<file path="src/hw/rtl/reentrant_reader_writer_lock_defines.svh">
// ----------------------------------------------------------------------------
// reentrant_reader_writer_lock_defines
// Assertion macros for the reader-writer lock manager.
// ----------------------------------------------------------------------------
`ifndef REENTRANT_READER_WRITER_LOCK_DEFINES_SVH
`define REENTRANT_READER_WRITER_LOCK_DEFINES_SVH
// property that must hold on every clock edge out of reset
`define RRW_ASSERT(lbl, prop, msg) \
  lbl: assert property (@(posedge clk_i) disable iff (!rst_ni) (prop)) else $error(msg);
// implication whose consequent is checked in the cycle after the antecedent
`define RRW_ASSERT_NEXT(lbl, ante, cons, msg) \
  lbl: assert property (@(posedge clk_i) disable iff (!rst_ni) (ante) |=> (cons)) \
    else $error(msg);
`endif

</file>
<file path="src/hw/rtl/rrwl_pkg.sv">
// ----------------------------------------------------------------------------
// rrwl_pkg
// Types and constants shared by the reader-writer lock manager.
// ----------------------------------------------------------------------------
package rrwl_pkg;
  localparam int unsigned Threads   = 16;
  localparam int unsigned TidW      = 4;
  localparam int unsigned NestBits  = 8;
  localparam int unsigned TotalBits = 12;
  localparam logic [NestBits-1:0]  NestMax  = '1;
  localparam logic [TotalBits-1:0] TotalMax = '1;

  localparam logic [1:0] CmdRead   = 2'd0;
  localparam logic [1:0] CmdWrite  = 2'd1;
  localparam logic [1:0] CmdUnlock = 2'd2;
  localparam logic [1:0] CmdStatus = 2'd3;

  localparam logic [3:0] OutGranted   = 4'd0;
  localparam logic [3:0] OutWaiting   = 4'd1;
  localparam logic [3:0] OutWrRead    = 4'd2;
  localparam logic [3:0] OutRdUnlNh   = 4'd3;
  localparam logic [3:0] OutWrUnlNh   = 4'd4;
  localparam logic [3:0] OutUnlFree   = 4'd5;
  localparam logic [3:0] OutParked    = 4'd6;
  localparam logic [3:0] OutOverflow  = 4'd7;
  localparam logic [3:0] OutStatus    = 4'd8;

  localparam logic [1:0] HoldNone  = 2'd0;
  localparam logic [1:0] HoldRead  = 2'd1;
  localparam logic [1:0] HoldWrite = 2'd2;

  typedef struct packed {
    logic [1:0]      cmd;
    logic [TidW-1:0] thread_id;
  } req_t;

  typedef struct packed {
    logic [TidW-1:0] subject_thread;
    logic [3:0]      outcome;
    logic [1:0]      lock_state;
    logic [1:0]      own_state;
    logic            last;
  } rsp_t;
endpackage

</file>
<file path="src/hw/rtl/rrwl_ram.sv">
// ----------------------------------------------------------------------------
// rrwl_ram
// Generic single-port-write, single-port-read RAM with registered read.
// ----------------------------------------------------------------------------
module rrwl_ram #(
  parameter int unsigned Width = 8,
  parameter int unsigned Depth = 16
) (
  input  logic                     clk_i,
  input  logic                     we_i,
  input  logic [$clog2(Depth)-1:0] waddr_i,
  input  logic [Width-1:0]         wdata_i,
  input  logic [$clog2(Depth)-1:0] raddr_i,
  output logic [Width-1:0]         rdata_o
);
  logic [Width-1:0] mem_q [Depth];
  logic [Width-1:0] rdata_q;

  always_ff @(posedge clk_i) begin
    if (we_i) begin
      mem_q[waddr_i] <= wdata_i;
    end
    rdata_q <= mem_q[raddr_i];
  end

  assign rdata_o = rdata_q;
endmodule

</file>
<file path="src/hw/rtl/reentrant_reader_writer_lock.sv">
// A request is captured into req_q; its result word is made in StRead and
// registered with strobe. No request is taken until its last word is out
// (busy). Waking n readers adds n grant words (one per cycle), a writer one.
// Results cannot be stalled: each word is shown for exactly one cycle.
// Reset: asynchronous; all nesting counts read as zero through per-thread
// valid bits, so no clearing pass is needed and requests are taken at once.
module reentrant_reader_writer_lock
  import rrwl_pkg::*;
(
  input  logic clk_i,
  input  logic rst_ni,
  input  logic start,
  output logic busy,
  input  req_t req_i,
  output logic strobe,
  output rsp_t rsp_o
);
`include "reentrant_reader_writer_lock_defines.svh"

  typedef enum logic [3:0] {
    StIdle = 4'b0001,
    StRead = 4'b0010,
    StWake = 4'b0100,
    StLast = 4'b1000
  } state_e;

  state_e state_q, state_d;
  req_t   req_q;
  logic [Threads-1:0]   valid_q, valid_d;
  logic [TotalBits-1:0] total_q, total_d;
  logic [NestBits-1:0]  wnest_q, wnest_d;
  logic [TidW-1:0]      wown_q, wown_d;
  logic [Threads-1:0]   wrd_q, wrd_d, wwr_q, wwr_d;
  logic [Threads-1:0]   wake_q, wake_d;
  logic                 strobe_d, strobe_q;
  rsp_t                 rsp_d, rsp_q;

  logic                ram_we;
  logic [TidW-1:0]     ram_wa, ram_ra;
  logic [NestBits-1:0] ram_wd, ram_rd;

  rrwl_ram #(.Width(NestBits), .Depth(Threads)) u_nest_ram (
    .clk_i   (clk_i),
    .we_i    (ram_we),
    .waddr_i (ram_wa),
    .wdata_i (ram_wd),
    .raddr_i (ram_ra),
    .rdata_o (ram_rd)
  );

  assign ram_ra = req_i.thread_id;
  assign busy   = (state_q != StIdle);
  assign strobe = strobe_q;
  assign rsp_o  = rsp_q;

  logic [NestBits-1:0] rn;
  logic [TidW-1:0]     t;
  logic [TidW-1:0]     low_w, low_r;
  logic [3:0]          oc;
  logic                wake;
  logic                in_range;

  assign t        = req_q.thread_id;
  assign in_range = ({1'b0, t} < 5'(Threads));
  assign rn       = valid_q[t] ? ram_rd : '0;

  // lowest set bit of the waiting masks
  always_comb begin
    low_w = '0;
    low_r = '0;
    for (int i = Threads - 1; i >= 0; i--) begin
      if (wwr_q[i]) low_w = TidW'(i);
      if (wake_q[i]) low_r = TidW'(i);
    end
  end

  function automatic logic [1:0] gstate(logic [NestBits-1:0] wn, logic [TotalBits-1:0] tr);
    if (wn != '0) return HoldWrite;
    if (tr != '0) return HoldRead;
    return HoldNone;
  endfunction

  always_comb begin
    logic [NestBits-1:0] rn_new;
    logic                reent;
    logic [1:0]          own;
    state_d  = state_q;
    valid_d  = valid_q;
    total_d  = total_q;
    wnest_d  = wnest_q;
    wown_d   = wown_q;
    wrd_d    = wrd_q;
    wwr_d    = wwr_q;
    wake_d   = wake_q;
    strobe_d = 1'b0;
    rsp_d    = rsp_q;
    ram_we   = 1'b0;
    ram_wa   = t;
    ram_wd   = '0;
    rn_new   = rn;
    oc       = OutStatus;
    wake     = 1'b0;
    reent    = 1'b0;
    own      = HoldNone;
    unique case (state_q)
      StIdle: begin
        if (start) state_d = StRead;
      end
      StRead: begin
        if (in_range && req_q.cmd != CmdStatus) begin
          if (wrd_q[t] || wwr_q[t]) begin
            oc = OutParked;
          end else begin
            case (req_q.cmd)
              CmdRead: begin
                reent = (wnest_q != '0 && wown_q == t) || rn != '0;
                if (!reent && (wnest_q != '0 || wwr_q != '0)) begin
                  wrd_d[t] = 1'b1;
                  oc = OutWaiting;
                end else if (rn == NestMax || total_q == TotalMax) begin
                  oc = OutOverflow;
                end else begin
                  rn_new  = rn + 1'b1;
                  total_d = total_q + 1'b1;
                  oc = OutGranted;
                end
              end
              CmdWrite: begin
                if (total_q != '0 && rn != '0) begin
                  oc = OutWrRead;
                end else if (total_q != '0 || (wnest_q != '0 && wown_q != t)) begin
                  wwr_d[t] = 1'b1;
                  oc = OutWaiting;
                end else if (wnest_q == NestMax) begin
                  oc = OutOverflow;
                end else begin
                  wown_d  = t;
                  wnest_d = wnest_q + 1'b1;
                  oc = OutGranted;
                end
              end
              default: begin
                if (total_q != '0) begin
                  if (rn == '0) begin
                    oc = OutRdUnlNh;
                  end else begin
                    rn_new  = rn - 1'b1;
                    total_d = total_q - 1'b1;
                    oc = OutGranted;
                  end
                end else if (wnest_q != '0) begin
                  if (wown_q != t) begin
                    oc = OutWrUnlNh;
                  end else begin
                    wnest_d = wnest_q - 1'b1;
                    oc = OutGranted;
                  end
                end else begin
                  oc = OutUnlFree;
                end
                wake = (oc == OutGranted) && total_d == '0 && wnest_d == '0
                       && (wwr_q != '0 || wrd_q != '0);
              end
            endcase
          end
        end
        if (oc == OutGranted && req_q.cmd != CmdWrite) begin
          ram_we     = 1'b1;
          ram_wd     = rn_new;
          valid_d[t] = 1'b1;
        end
        // writer wake is folded into the state update here
        if (wake && wwr_q != '0) begin
          wwr_d[low_w] = 1'b0;
          wown_d  = low_w;
          wnest_d = NestBits'(1);
        end
        if (!in_range) own = HoldNone;
        else if (wnest_d != '0 && wown_d == t) own = HoldWrite;
        else if (total_d != '0 && rn_new != '0) own = HoldRead;
        strobe_d = 1'b1;
        rsp_d.subject_thread = t;
        rsp_d.outcome        = oc;
        rsp_d.lock_state     = (wake && wwr_q == '0) ? HoldNone : gstate(wnest_d, total_d);
        rsp_d.own_state      = own;
        rsp_d.last           = !wake;
        if (wake && wwr_q != '0) begin
          rsp_d.lock_state = HoldWrite;
          wake_d  = '0;
          state_d = StLast;
        end else if (wake) begin
          // readers are granted all at once; lock state of every word is read
          wake_d  = wrd_q;
          wrd_d   = '0;
          total_d = total_d + TotalBits'($countones(wrd_q));
          rsp_d.lock_state = HoldRead;
          state_d = StWake;
        end else begin
          state_d = StIdle;
        end
      end
      StLast: begin
        strobe_d = 1'b1;
        rsp_d.subject_thread = wown_q;
        rsp_d.outcome        = OutGranted;
        rsp_d.lock_state     = HoldWrite;
        rsp_d.own_state      = HoldWrite;
        rsp_d.last           = 1'b1;
        state_d = StIdle;
      end
      StWake: begin
        ram_we          = 1'b1;
        ram_wa          = low_r;
        ram_wd          = NestBits'(1);
        valid_d[low_r]  = 1'b1;
        wake_d[low_r]   = 1'b0;
        strobe_d = 1'b1;
        rsp_d.subject_thread = low_r;
        rsp_d.outcome        = OutGranted;
        rsp_d.lock_state     = HoldRead;
        rsp_d.own_state      = HoldRead;
        rsp_d.last           = (wake_d == '0);
        if (wake_d == '0) state_d = StIdle;
      end
      default: state_d = StIdle;
    endcase
  end

  always_ff @(posedge clk_i or negedge rst_ni) begin
    if (!rst_ni) begin
      state_q  <= StIdle;
      valid_q  <= '0;
      total_q  <= '0;
      wnest_q  <= '0;
      wown_q   <= '0;
      wrd_q    <= '0;
      wwr_q    <= '0;
      wake_q   <= '0;
      strobe_q <= 1'b0;
    end else begin
      state_q  <= state_d;
      valid_q  <= valid_d;
      total_q  <= total_d;
      wnest_q  <= wnest_d;
      wown_q   <= wown_d;
      wrd_q    <= wrd_d;
      wwr_q    <= wwr_d;
      wake_q   <= wake_d;
      strobe_q <= strobe_d;
    end
  end

  always_ff @(posedge clk_i) begin
    rsp_q <= rsp_d;
    if (start && !busy) req_q <= req_i;
  end

  `RRW_ASSERT(a_onehot, $onehot(state_q), "state not one-hot")
  `RRW_ASSERT(a_wait_disjoint, (wrd_q & wwr_q) == '0, "thread parked twice")
  `RRW_ASSERT(a_wake_only, state_q == StWake || wake_q == '0, "stray reader wake")
  `RRW_ASSERT_NEXT(a_read_strobe, state_q == StRead, strobe, "missing requester word")
  `RRW_ASSERT_NEXT(a_wake_nonzero, state_q == StWake && wake_q != '0, strobe, "missing grant word")
endmodule
</file>
<file path="config.mk">
export PLATFORM = sky130hd
export DESIGN_NAME = reentrant_reader_writer_lock
export DESIGN_NICKNAME = d
export VERILOG_FILES = /design/src/hw/rtl/rrwl_pkg.sv /design/src/hw/rtl/rrwl_ram.sv /design/src/hw/rtl/reentrant_reader_writer_lock.sv
export VERILOG_INCLUDE_DIRS = /design/src /design/src/hw/rtl
export SDC_FILE = /design/constraint.sdc
export NUM_CORES = 1
export LEC_CHECK = 0
export BUFFER_PORTS_ARGS = -buffer_cell sky130_fd_sc_hd__buf_2
export CAP_MARGIN = 10
export CELL_PAD_IN_SITES_DETAIL_PLACEMENT = 2
export CELL_PAD_IN_SITES_GLOBAL_PLACEMENT = 2
export CORE_MARGIN = 4
export CORE_UTILIZATION = 46
export DETAILED_ROUTE_END_ITERATION = 8
export GPL_TIMING_DRIVEN = 0
export PLACE_DENSITY_LB_ADDON = 0.25
export SLEW_MARGIN = 20
export SYNTH_ARGS = -nofsm -noshare
export SYNTH_HDL_FRONTEND = slang
export SYNTH_SLANG_ARGS = --single-unit
</file>
<file path="constraint.sdc">
create_clock -name clk_i -period 21.3 [get_ports clk_i]
set_clock_uncertainty 0.15 [all_clocks]
set_input_delay 0 -clock clk_i [delete_from_list [all_inputs] [get_ports clk_i]]
set_output_delay 0 -clock clk_i [all_outputs]
set_load 0.1 [all_outputs]
</file>
## After elaboration in Yosys (flattened, before gate mapping)

Memory sizes are Yosys's and may differ from the RTL's. A register that Yosys moved wholly into a read port is not among the register bits.
Cells that the tools add are included.

| cells by class | value |
|---|---|
| order comparisons | 6 |
| add/subtract/negate cells | 22 |
| reductions and logical operators | 48 |
| eq/ne operators | 18 |
| muxes and demuxes | 157 |
| bitwise logic cells | 8 |

Operators by type and width:

| cell | count |
|---|---|
| 2-to-1 mux 16 bit | 16 |
| 2-to-1 mux 4 bit | 53 |
| 2-to-1 mux 8 bit | 23 |
| 2-to-1 mux 12 bit | 13 |
| bitwise OR 16 bit | 4 |
| case mux 16 bit (2 select lines) | 2 |
| case mux 8 bit (2 select lines) | 3 |
| case mux 13 bit (3 select lines) | 1 |
| AND 16 bit | 2 |
| logical NOT 16 bit | 2 |
| inverter 16 bit | 2 |
| nonzero test 16 bit | 2 |
| nonzero test 8 bit | 4 |
| case mux 12 bit (2 select lines) | 1 |
| nonzero test 12 bit | 2 |
| 2-to-1 mux 3 bit | 7 |
| 2-to-1 mux 1 bit | 20 |
| 2-to-1 mux 2 bit | 9 |
| adder 1 x 1 -> 2 bit | 8 |
| adder 8 x 1 -> 8 bit, second input constant | 2 |
| equality test 8 bit, second input constant | 2 |
| logical AND 1 bit | 16 |
| logical NOT 8 bit | 2 |
| subtractor 8 x 1 -> 8 bit, second input constant | 2 |
| 35 further kinds | 61 |

| word-level totals | value |
|---|---|
| memories kept | 1 |
| memory bits (writable) | 128 |
| register bits | 112 |
| output and inout port bits | 15 |

Memories:

| memory | words | bits a word | rd ports | clocked after Yosys merged registers in | write ports | RTL line | RTL |
|---|---|---|---|---|---|---|---|
| u_nest_ram.mem_q | 16 | 8 | 1 | 1 | 1 | rrwl_ram.sv:16 | `logic [Width-1:0] mem_q [Depth];` |

## Longest topological paths before layout

| logic depth | value |
|---|---|
| word-level depth | 32 |
| mapped depth | 28 |

## Modules after synthesis

Synthesis repeated with hierarchy kept, for this count alone.

| second synthesis, totals | value |
|---|---|
| cell total of the unflattened synthesis | 1345 |
| area total of the unflattened synthesis | 14363.8 µm² |

Modules (own cells, without submodules):

| module | sequential area each (µm²) | instances | area an instance (µm²) | cells an instance |
|---|---|---|---|---|
| reentrant_reader_writer_lock | 2899.0 | 1 | 9216.3 | 1116 |
| rrwl_ram | 4003.8 | 1 | 5147.4 | 229 |

## Least setup slack after synthesis

OpenSTA, ideal clock, no wires.

| path | value |
|---|---|
| path type | reg-to-reg |
| start point | register req_q, in the netlist t[3] |
| end point | register total_q[4] |
| buffers on the path | 3 |
| slack | 14554 ps |
| period minus slack after synthesis | 6746 ps |
| cell stages (with the launch flop) | 24 |
| arrival | 6460 ps |
| path through | edfxtp_1 > clkbuf_1 > mux4_2 > mux2i_1 > clkbuf_1 > nand2_1 > ha_1 > clkbuf_1 > nor4bb_1 > a31oi_2 > nand3_1 > o311a_1 > nor4_1 > fa_1 > fa_1 > fa_1 > fa_1 > fa_1 > inv_1 > a21o_1 > a21oi_1 > xnor2_1 > a21oi_1 > o21ai_0 |

| between the ends | value |
|---|---|
| word-level cells in the longest chain between the ends | 20 |
| elaborated cells on any way between the ends | 59 |
| classes of those cells | 1 x add/sub; 3 x eq/ne; 40 x mux; 15 x reduce/logical |

Ends and longest elaborated chain:

| element | RTL line | RTL |
|---|---|---|
| start, declared | reentrant_reader_writer_lock.sv:28 | `req_t req_q;` |
| start signal, assigned | reentrant_reader_writer_lock.sv:255 | `if (start && !busy) req_q <= req_i;` |
| parallel branches: the longest is 19 deep, another holds 2-to-1 mux 12 bit | n/a |  |
| 2-to-1 mux 12 bit (*) | reentrant_reader_writer_lock.sv:187 | `if (wake && wwr_q != '0) begin` |
| end signal, assigned | reentrant_reader_writer_lock.sv:243 | `total_q <= total_d;` |
| end, declared | reentrant_reader_writer_lock.sv:30 | `logic [TotalBits-1:0] total_q, total_d;` |

Every way passes the cells marked *. The select of a mux whose other input is x is not followed.
A chain may end at the register's enable or synchronous reset.

## Worst setup path after layout

| path | value |
|---|---|
| start point | register req_q, in the netlist t[2] |
| end point | register total_q[4] |

The elaborated chain is that of the path after synthesis.

==> qor.txt <==
routability congestion estimate: 0.9312
Fin Hold WS: 0.02402 ns
Hold Startpoint: req_i[5]
Syn Inst Count: 1,313
layout cells sized above 1: 11.18%
# rows: 63
Max transition margin: 23.31%
Syn Area/Cell: 10.53 um^2
leakage power: 0.005488 uW
htree depth: 1
power density cells: 116.7 mW/mm^2
DRC Markers: 0
CTS Sinks: 248
Cell Area, Synth: 0.01383 mm^2
Post-Syn Nets: 1,349
drt wl/cell: 33.34 um
DRT antenna net count: 0
worst reg-to-reg setup slack: 12.00 ns
I/O Buffers: 23
Post-DP HPWL: 39,640 um
EDFF count, synth: 147
Tightest Pin Transition: 1.142 ns
maximum clock path buffer count: 3
Critical Path AT: 9.55 ns
ys flop type: edfxtp_1
DR vias: 12,630
Hold Path Sink: req_q[5]
Hold Vio Cnt, Final: 0
antenna violations before repair: 0
CP max FO: 10
Total Routing Usage GR: 35.66%
crit start category: flop
Min-Delay Path Class: input port to flop
core area: 0.02964 mm^2
critical path class: flop to flop
Initial DRC Count: 1,384
Final Max Slew Viols: 0
placed cells: 1,729
status: finished, final reports clean
Setup Viol. Count Final: 0
Worst EP required: 21.55 ns
Die X: 181.4 um
Reg2Reg Depth: 23
Setup Fix Bufs, Post-CTS: 0
Pre-antenna DRT Iters: 5
Max Fclk: 107.6 MHz
Seq/Total Area, Yosys: 49.91%
largest net degree at the start of global routing: 61
final worst-path cycle share: 43.64%
Chip Height: 181.4 um
Ys Warns: 0
reg2reg start: t[2]
Routed WL: 59,810 um
Area Growth Syn to Fin: 13.42%
Worst VDD drop: 107.2 uV
CTS tree: built
Max Cap Viol: 0
Final Non-Filler Cells: 1,794
clock insertion delay at the later pin of the skew report: 0.58 ns
# nets final: 1,418
vias per cell: 7.038
RR Endpoint: total_q[4]
Placed Area: 0.01450 mm^2
Post-Route Setup TNS: 0 ns
Die Area: 0.03291 mm^2
min cycle time layout: 9.296 ns
async set or reset register ratio after synthesis: 37.50%
Yosys reg bits: 248
Top Ports: 24
number of buffers created by CTS: 28
CTS Root Cell: clkbuf_16
grt total ovfl: 0
CTS clk-pin slew, worst paths: 0.07 ns
vias in the first global route: 13,420
Cell variety after synth: 86
Starting Density: 46.67%
number of inserted diodes: 0
cell area after layout: 0.01569 mm^2
unrepaired setup endpoints after global routing: false
CP endpoint kind: flop
Worst Hold Depth: 2
first-pass GRT wire length: 89,780 um
[placed cells by master, fill, tap and decap left out, types with 8 or more instances in the layout]
master         netlist  layout
edfxtp_1           147     147
nor2_1             123     118
nand2_1            106     106
a21oi_1             99      96
dfrtp_1             92      92
nand3_1             72      72
clkbuf_1            68      71
o21ai_0             56      55
inv_1               44      44
nor3_1              44      44
mux4_2              42      42
nor4_1              36      35
clkbuf_16            0      29
a31oi_1             28      28
buf_2                0      23
and3_1              18      18
nand4_1             16      16
mux2i_1             15      15
or3_1               15      15
o31ai_1             15      15
ha_1                15      15
or4_1               14      14
nor2b_1             13      13
nand2b_1            13      13
xnor2_1             12      12
fa_1                12      12
dlygate4sd3_1        0      11
buf_1               10      10
o21a_1               8       8
a221o_1              8       8
o21bai_1             8       8
dfxtp_1              8       8
[Yosys cell counts, types with 8 or more instances]
master	count	area share [%]
xnor2_1	12	0.76
nand3_1	72	2.6
mux2i_1	15	1.1
nor2b_1	13	0.59
nor4_1	36	1.6
ha_1	15	1.4
or3_1	15	0.68
and3_1	18	0.81
o21ai_0	56	2.0
o31ai_1	15	0.81
a221o_1	8	0.58
a21oi_1	99	3.6
nor3_1	44	1.6
o21a_1	8	0.43
mux4_2	42	6.8
inv_1	44	1.2
a31oi_1	28	1.3
dfxtp_1	8	1.2
buf_1	10	0.27
nand2_1	106	2.9
fa_1	12	1.7
o21bai_1	8	0.43
edfxtp_1	147	32
or4_1	14	0.76
nand4_1	16	0.72
nor2_1	123	3.3
dfrtp_1	92	17
clkbuf_1	68	1.8
nand2b_1	13	0.59
[report_power, final]
part | switching (uW) | total (uW) | internal, uW
clock | 226 | 544 | 318
sequential | 47.1 | 593 | 546
combinational | 499 | 694 | 195
[cell families (layout without fill, tap and decap cells)]
kind of cell,after synthesis,in the layout,synth area share [%]
AO/OA/AOI/OAI,312,312,14.78
flip-flops,248,248,49.91
AND/OR/NAND/NOR,519,519,19.05
adder cells (fa/ha/maj),27,27,3.094
multiplexers,63,63,8.440
XOR/XNOR,19,19,1.203
buffers and inverters,125,216,3.528
[how the worst max path moves through the flow]
stage / slack, ns / startpoint / end
2_1_floorplan: 14.55 / t[3] / total_q[4]
3_3_place_gp: 12.61 / t[2] / total_q[4]
3_5_place_dp: 12.18 / t[2] / total_q[4]
4_1_cts: 11.88 / t[2] / total_q[4]
5_1_grt: 11.69 / t[2] / total_q[4]
6_report: 12.00 / t[2] / total_q[4]
[final cells by class]
type                            instances  area [um^2]
Fill cell                            2919        13950
Multi-Input combinational cell        940         6494
Tap cell                              390        488.0
Sequential cell                       248         6903
Buffer                                 81        322.8
Timing Repair Buffer                   39        302.8
Clock inverter                         18        249.0
Inverter                               44        165.2
Clock buffer                           34        764.5
[worst max-delay path, cell delays in order, from the launching register on]
cell,delay [ns]
edfxtp_1,0.37
clkbuf_1,0.61
buf_1,0.73
mux2i_1,0.55
clkbuf_1,0.54
nand2_1,0.22
ha_1,0.30
clkbuf_1,0.31
nor4bb_1,0.31
a31oi_2,0.52
nand3_1,0.43
o311a_1,0.27
nor4_2,0.71
fa_1,0.57
fa_1,0.54
fa_1,0.45
fa_1,0.43
fa_1,0.43
inv_1,0.08
a21o_1,0.12
a21oi_1,0.08
xnor2_1,0.13
a21oi_1,0.15
o21ai_0,0.10
[registers in the layout (all words and copies together), names as in the netlist, 8 cells and up]
| register | cells |
|---|---|
| rsp_o | 13 |
| total_q | 12 |
| u_nest_ram.mem_q | 128 |
| u_nest_ram.rdata_o | 8 |
| valid_q | 16 |
| wake_q | 16 |
| wnest_q | 8 |
| wrd_q | 16 |
| wwr_q | 16 |
[routing by layer]
metal	up-vias	part of all wire (%)	routed length, um	GRT usage, %
met3	200	6.6	3959	4.227
li1	5174	-	-	-
met4	0	5.7	3409	16.69
met1	6535	39	23550	46.90
met2	717	48	28890	59.38
met5	-	0	0	0
[per-stage QoR]
step	setup WS [ns]	utilization, %	total power, uW
floorplan	14.55	-	1011
global placement	12.61	48.70	1216
detailed placement	12.18	48.94	1248
CTS	11.88	52.79	1806
global route	11.69	52.93	1892
finish	12.00	52.93	1831
[what timing repair did]
| action | CTS | global route |
|---|---|---|
| hold endpoints to repair | 108 | 0 |
| endpoints found under the setup margin | 0 | 0 |
| gates resized for setup | 0 | 0 |
| hold buffers | 12 | 0 |
Note: power is estimated with default switching activity, not from simulation.
